==> src/aett_pkg.sv <==
`timescale 1ns / 1ps

package aett_pkg;

    // Default encoder resolution in bits (one turn = 2^RESOLUTION positions)
    localparam int RESOLUTION_DEF = 10;

    // Fixed field widths
    localparam int CODE_W   = 10;
    localparam int TURN_W   = 16;
    localparam int POS_W    = 27;
    localparam int DIR_W    = 2;

    // Input word operation selector
    typedef enum logic {
        OP_SAMPLE = 1'b0,
        OP_PRESET = 1'b1
    } op_t;

    // Direction of motion
    typedef enum logic [DIR_W-1:0] {
        DIR_STILL = 2'd0,
        DIR_CW    = 2'd1,
        DIR_CCW   = 2'd2
    } dir_t;

    // One result word
    typedef struct packed {
        logic               at_zero;
        logic signed [TURN_W-1:0] turns;
        dir_t               direction;
        logic signed [POS_W-1:0]  position;
    } result_t;

    localparam logic signed [TURN_W-1:0] TURN_MAX = 16'sh7FFF;
    localparam logic signed [TURN_W-1:0] TURN_MIN = 16'sh8000;

endpackage

==> src/aett_core.sv <==
`timescale 1ns / 1ps

module aett_core #(
    parameter int RESOLUTION = aett_pkg::RESOLUTION_DEF
) (
    input  logic                              aclk,
    input  logic                              aresetn,
    input  logic                              accept,
    input  aett_pkg::op_t                     operation,
    input  logic [aett_pkg::CODE_W-1:0]       code,
    input  logic signed [aett_pkg::TURN_W-1:0] rotation_preset,
    input  logic                              multi_turn,
    output aett_pkg::result_t                 result
);

    localparam int FULL_W = (aett_pkg::TURN_W + RESOLUTION > aett_pkg::POS_W) ?
                            aett_pkg::TURN_W + RESOLUTION : aett_pkg::POS_W;
    localparam logic [RESOLUTION-1:0] QUARTER = RESOLUTION'(1) << (RESOLUTION - 2);

    logic [RESOLUTION-1:0]              last_raw_reg, last_raw_next;
    aett_pkg::dir_t                     last_dir_reg, last_dir_next;
    logic signed [aett_pkg::TURN_W-1:0] turn_count_reg, turn_count_next;

    logic [RESOLUTION-1:0] raw_in;
    logic [RESOLUTION-1:0] diff;
    logic                  raw_up;
    logic signed [FULL_W-1:0] pos_wide;

    // Work out the next tracking state for the offered word
    always_comb begin
        raw_in          = RESOLUTION'(code);
        raw_up          = raw_in > last_raw_reg;
        diff            = raw_up ? raw_in - last_raw_reg : last_raw_reg - raw_in;
        last_raw_next   = last_raw_reg;
        last_dir_next   = last_dir_reg;
        turn_count_next = turn_count_reg;
        if (operation == aett_pkg::OP_PRESET) begin
            turn_count_next = rotation_preset;
        end else if (raw_in != last_raw_reg) begin
            last_raw_next = raw_in;
            if (diff > QUARTER) begin
                // wrap through zero: count one turn in the last direction
                case (last_dir_reg)
                    aett_pkg::DIR_CW: begin
                        if (turn_count_reg != aett_pkg::TURN_MAX)
                            turn_count_next = turn_count_reg + 16'sd1;
                    end
                    aett_pkg::DIR_CCW: begin
                        if (turn_count_reg != aett_pkg::TURN_MIN)
                            turn_count_next = turn_count_reg - 16'sd1;
                    end
                    default: turn_count_next = turn_count_reg;
                endcase
            end else begin
                last_dir_next = raw_up ? aett_pkg::DIR_CW : aett_pkg::DIR_CCW;
            end
        end
    end

    // Build the result word from the updated state
    always_comb begin
        if (multi_turn)
            pos_wide = FULL_W'(signed'({turn_count_next, last_raw_next}));
        else
            pos_wide = FULL_W'({1'b0, last_raw_next});
        result.position  = pos_wide[aett_pkg::POS_W-1:0];
        result.direction = last_dir_next;
        result.turns     = turn_count_next;
        result.at_zero   = (last_raw_next == '0);
    end

    // Advance tracking state on each accepted word
    always_ff @(posedge aclk) begin
        if (!aresetn) begin
            last_raw_reg   <= '0;
            last_dir_reg   <= aett_pkg::DIR_STILL;
            turn_count_reg <= '0;
        end else if (accept) begin
            last_raw_reg   <= last_raw_next;
            last_dir_reg   <= last_dir_next;
            turn_count_reg <= turn_count_next;
        end
    end

    // A preset loads the turn count and leaves the position alone
    assert property (@(posedge aclk) disable iff (!aresetn)
        accept && operation == aett_pkg::OP_PRESET |=>
            turn_count_reg == $past(rotation_preset) && $stable(last_raw_reg))
        else $error("preset did not load turn count");

    // With no known direction a sample never moves the turn count
    assert property (@(posedge aclk) disable iff (!aresetn)
        accept && operation == aett_pkg::OP_SAMPLE && last_dir_reg == aett_pkg::DIR_STILL
            |=> $stable(turn_count_reg))
        else $error("turn count moved while still");

    // A repeated code changes nothing
    assert property (@(posedge aclk) disable iff (!aresetn)
        accept && operation == aett_pkg::OP_SAMPLE && raw_in == last_raw_reg
            |=> $stable(last_dir_reg) && $stable(turn_count_reg))
        else $error("state changed on repeated code");

endmodule

==> src/absolute_encoder_turn_tracker.sv <==
`timescale 1ns / 1ps

// Absolute encoder turn tracker. Each input word either samples an encoder
// code or presets the turn count, and every accepted word yields exactly one
// result word in the next cycle: position, direction, saturating turn
// count and a zero flag. The tracking update is a single compare-and-add
// done as the word is taken, so the block accepts one word per clock unless
// the consumer stalls; the output register lets a new word in while the
// previous result waits, as long as the consumer takes it in the same cycle.
module absolute_encoder_turn_tracker #(
    parameter int RESOLUTION = aett_pkg::RESOLUTION_DEF
) (
    input  logic        aclk,
    input  logic        aresetn,
    // configuration: multi_turn
    input  logic        cfg_valid,
    output logic        cfg_ready,
    input  logic        cfg_data,
    // input words
    input  logic        s_tvalid,
    output logic        s_tready,
    input  logic [31:0] s_tdata,   // [9:0] code, [25:10] rotation_preset, rest zero
    input  logic        s_tuser,   // operation
    // result words
    output logic        m_tvalid,
    input  logic        m_tready,
    output logic [47:0] m_tdata    // [26:0] position, [28:27] direction,
                                   // [44:29] turns, [45] at_zero, rest zero
);

    logic              multi_turn_reg;
    logic              m_valid_reg;
    aett_pkg::result_t result;
    aett_pkg::result_t result_reg;
    logic              accept;

    assign cfg_ready = 1'b1;
    assign s_tready  = !m_valid_reg || m_tready;
    assign accept    = s_tvalid && s_tready;

    // Hold the multi-turn mode bit
    always_ff @(posedge aclk) begin
        if (!aresetn) begin
            multi_turn_reg <= 1'b0;
        end else if (cfg_valid && cfg_ready) begin
            multi_turn_reg <= cfg_data;
        end
    end

    aett_core #(
        .RESOLUTION (RESOLUTION)
    ) u_core (
        .aclk            (aclk),
        .aresetn         (aresetn),
        .accept          (accept),
        .operation       (aett_pkg::op_t'(s_tuser)),
        .code            (s_tdata[9:0]),
        .rotation_preset (signed'(s_tdata[25:10])),
        .multi_turn      (multi_turn_reg),
        .result          (result)
    );

    // Output register: load on accept, drop when taken
    always_ff @(posedge aclk) begin
        if (!aresetn) begin
            m_valid_reg <= 1'b0;
        end else if (accept) begin
            m_valid_reg <= 1'b1;
        end else if (m_tready) begin
            m_valid_reg <= 1'b0;
        end
    end

    always_ff @(posedge aclk) begin
        if (accept) begin
            result_reg <= result;
        end
    end

    assign m_tvalid = m_valid_reg;
    assign m_tdata  = {2'b00, result_reg};

endmodule

==> config.mk <==
export PLATFORM = sky130hd
export DESIGN_NAME = absolute_encoder_turn_tracker
export DESIGN_NICKNAME = d
export VERILOG_FILES = /design/src/aett_pkg.sv /design/src/aett_core.sv /design/src/absolute_encoder_turn_tracker.sv
export SDC_FILE = /design/constraint.sdc
export NUM_CORES = 1
export LEC_CHECK = 0
export ABC_AREA = 1
export BUFFER_PORTS_ARGS = -buffer_cell sky130_fd_sc_hd__buf_2
export CORE_MARGIN = 2
export CORE_UTILIZATION = 55
export CTS_BUF_LIST = sky130_fd_sc_hd__clkbuf_8
export CTS_CLUSTER_DIAMETER = 200
export DETAILED_ROUTE_END_ITERATION = 16
export GPL_TIMING_DRIVEN = 0
export PLACE_DENSITY_LB_ADDON = 0.25
export RECOVER_POWER = 100
export SLEW_MARGIN = 20
export SYNTH_ARGS = -nofsm -noshare
export SYNTH_HDL_FRONTEND = slang
export SYNTH_SLANG_ARGS = --single-unit
export TNS_END_PERCENT = 50
==> constraint.sdc <==
create_clock -name aclk -period 3.4 [get_ports aclk]
set_input_delay 0.51 -clock aclk [delete_from_list [all_inputs] [get_ports aclk]]
set_output_delay 0.51 -clock aclk [all_outputs]
set_load 0.02 [all_outputs]
==> flow_summary.json <==
{
  "post_cts.repair.setup_buffers": 0,
  "hpwlAfterDp_um": 11800,
  "instances_no_fill": 1059,
  "cp_data_required_time_ps": 3580,
  "yosys.cell_types.count": 40,
  "die_height_um": 105,
  "design.die.area_mm2": 0.0110,
  "worst_slew_pin_slew_ps": 1290,
  "sequential_share_of_the_synthesized_area": 0.349,
  "clock_tree.htree_level_count": 3,
  "yosys_warnings": 0,
  "power.static_leakage_nw": 3.08,
  "grt_max_degree": 55,
  "power_per_cell_area_mw_per_mm2": 444,
  "synth_most_common_cell": "nand2_1",
  "postSynth.asyncResetShare": 0,
  "p_total_mw": 2.76,
  "layout-area-overhead-vs-synth_pct": 11.3,
  "worstHoldPathType": "in -> reg",
  "holdBufCountCts": 0,
  "worst-path-max-fanout": 10,
  "max_stage_delay_ps": 620,
  "final.setup_skew_ps": 13.5,
  "report.final.slew_viol_count": 0,
  "clock.fmax_mhz": 349,
  "placementRows": 36,
  "worst_path_max_delay_cell": "nor4_1",
  "clock-root-buffer": "clkbuf_8",
  "globalRouteMet1Util": 0.405,
  "nNetsFinal": 984,
  "layout.core_utilization": 0.633,
  "finalHoldViolations": 0,
  "slew_limit_headroom": 0.139,
  "netlist_area_mm2": 0.00559,
  "netlist_top_cells_area": "edfxtp_1 24%, nand2_1 17%, dfxtp_1 11%",
  "ys_dominant_reg_cell": "edfxtp_1",
  "grt_use_met3": 0.0630,
  "post_synth_inst_count": 830,
  "path_cells": "ha_1 -> buf_2 -> nand2_1 -> nor2_4 -> nand3_4 -> nand2_1 -> o21ai_0 -> nor4_1 -> nand4_1 -> nor4_1",
  "synth_common_cells": "256 x nand2_1, 113 x inv_1, 100 x nand3_1",
  "run_status": "completed",
  "vdd_ir_drop_max_mv": 0.237,
  "rsz0062_at_grt": "false",
  "cp-start-kind": "flip-flop",
  "nFillCells": 964,
  "final_standard_cell_area_without_fillers_mm2": 0.00622,
  "worst_skew_pair.late_latency_ps": 370,
  "final.setup.tns_ps": 0,
  "gr_busiest_metal": "met2",
  "timing.final.crit_share": 0.842,
  "cts.clk_slew.worst_paths_ps": 90,
  "synth_area_per_cell_um2": 6.73,
  "drt_first_pass_iters": 5,
  "max_cap_violations": 0,
  "post-place-cells": 1043,
  "ys_seq_elements": 75,
  "synthDominantAreaCellType": "edfxtp_1",
  "cts_resized": 0,
  "largest_reg_flops": 45,
  "residual_drc": 0,
  "antenna_violating_nets_post_route": 0,
  "finalWorstPathRequiredPeriod_ps": 2860,
  "detail_route.iter0.violations": 476,
  "cts.path.max_buffers": 2,
  "floorplan.initialDensity": 0.569,
  "worst-endpoint-arrival_ps": 3050,
  "timing.final.setup_violations": 0,
  "reg2regPathDepth": 10,
  "gr-total-overflow": 0,
  "gp_congestion": 0.956,
  "cts-buffers-inserted": 9,
  "ios": 90,
  "tritoncts": "yes",
  "design.core.area_mm2": 0.00982,
  "global_route_track_usage_on_met2": 0.449,
  "via_count_of_the_first_global_routing_pass": 5245,
  "vias_per_cell": 5.48,
  "antenna_found_initial": 0,
  "routed_wirelength_um": 15700,
  "synth_enable_flop_cells": 45,
  "wire_per_inst_um": 14.8,
  "post_route_cells_drive_above_1_share": 0.0778,
  "timing_worst_setup_path_type": "reg -> reg",
  "worstHoldPathCells": 3,
  "grt_pass1_wl_um": 25500,
  "cts.sinks": 75,
  "count_of_input_and_output_buffers": 79,
  "vias": 5808,
  "grtUsageTotal": 0.288,
  "yosysTopAreaCellShare": 0.242,
  "placed_area_mm2": 0.00615,
  "critPathCaptureType": "flip-flop",
  "floorplan.die.width_um": 105,
  "count_of_antenna_diodes_in_the_layout": 0
}
-- per-stage QoR --
stage	hold slack [ps]	setup WS [ps]
after CTS	361	563
after global placement	467	258
after detailed placement	489	257
after floorplan	447	888
final	374	537
after global routing	414	247
-- layer usage --
layer	up-vias	part of all wire
met5	-	0
met4	0	0.019
met3	30	0.091
met2	281	0.45
met1	2603	0.44
li1	2894	-
-- kinds of logic after synthesis --
kind of cell / count (synthesis) / synth area share
flops: 75 / 0.349
xor+xnor: 7 / 0.0110
buf+inv: 150 / 0.109
mux: 3 / 0.00538
compound gates: 113 / 0.105
simple gates: 456 / 0.365
fa+ha+maj: 24 / 0.0538
other cells: 2 / 0.00134
-- power by group --
group          switching [mW]  total (mW)  leakage, nW  internal [mW]
registers              0.0531        1.12        0.698           1.06
clock network           0.392       0.669       0.0886          0.277
logic                   0.674       0.973         2.29          0.299
total                    1.12        2.76         3.08           1.64
-- worst max-delay path: cells and delay by family, from the launching register on --
kind / cells / cell delay (ps)
simple gates: 7 / 1690
buf+inv: 1 / 180
compound gates: 1 / 210
flops: 1 / 340
fa+ha+maj: 1 / 270
-- cells in the final DEF, fill, tap and decap left out, types with 2 or more instances in the layout --
| master | n |
|---|---|
| edfxtp_1 | 45 |
| ha_1 | 24 |
| nand3_2 | 2 |
| nand2_1 | 257 |
| nor4_1 | 2 |
| clkinvlp_4 | 2 |
| clkbuf_8 | 9 |
| nor3_1 | 8 |
| inv_6 | 3 |
| o211ai_1 | 3 |
| dfxtp_1 | 30 |
| clkbuf_1 | 66 |
| xor2_1 | 7 |
| nor2_1 | 46 |
| mux2i_1 | 3 |
| buf_6 | 2 |
| o21ai_0 | 46 |
| nor2_4 | 2 |
| buf_4 | 5 |
| nand4_1 | 19 |
| buf_2 | 35 |
| a31oi_1 | 2 |
| a21oi_1 | 56 |
| clkbuf_2 | 2 |
| clkinv_1 | 4 |
| nand3b_1 | 2 |
| inv_1 | 113 |
| nand2_2 | 4 |
| conb_1 | 3 |
| nand3_1 | 110 |
-- area by class of cell --
cell class,count,area [um^2],share of cell area
buffer,32,163,0.0262
clock buffer,9,124,0.0199
sequential,75,1950,0.314
clock inverter,7,57.6,0.00926
tap,133,166,0.0268
inverter,118,443,0.0713
timing repair buffer,79,334,0.0537
multi-input combinational,606,2980,0.479
-- path summary, 6_finish.rpt --
check | from | to | slack [ps]
max reg2reg | u_core.last_raw_reg[2] | m_tdata[45] | 540
max | u_core.last_raw_reg[2] | m_tdata[45] | 540
min reg2reg | u_core.last_raw_reg[9] | u_core.last_raw_reg[9] | 500
min | cfg_data | multi_turn_reg | 370
(Power assumes the default switching activity.)
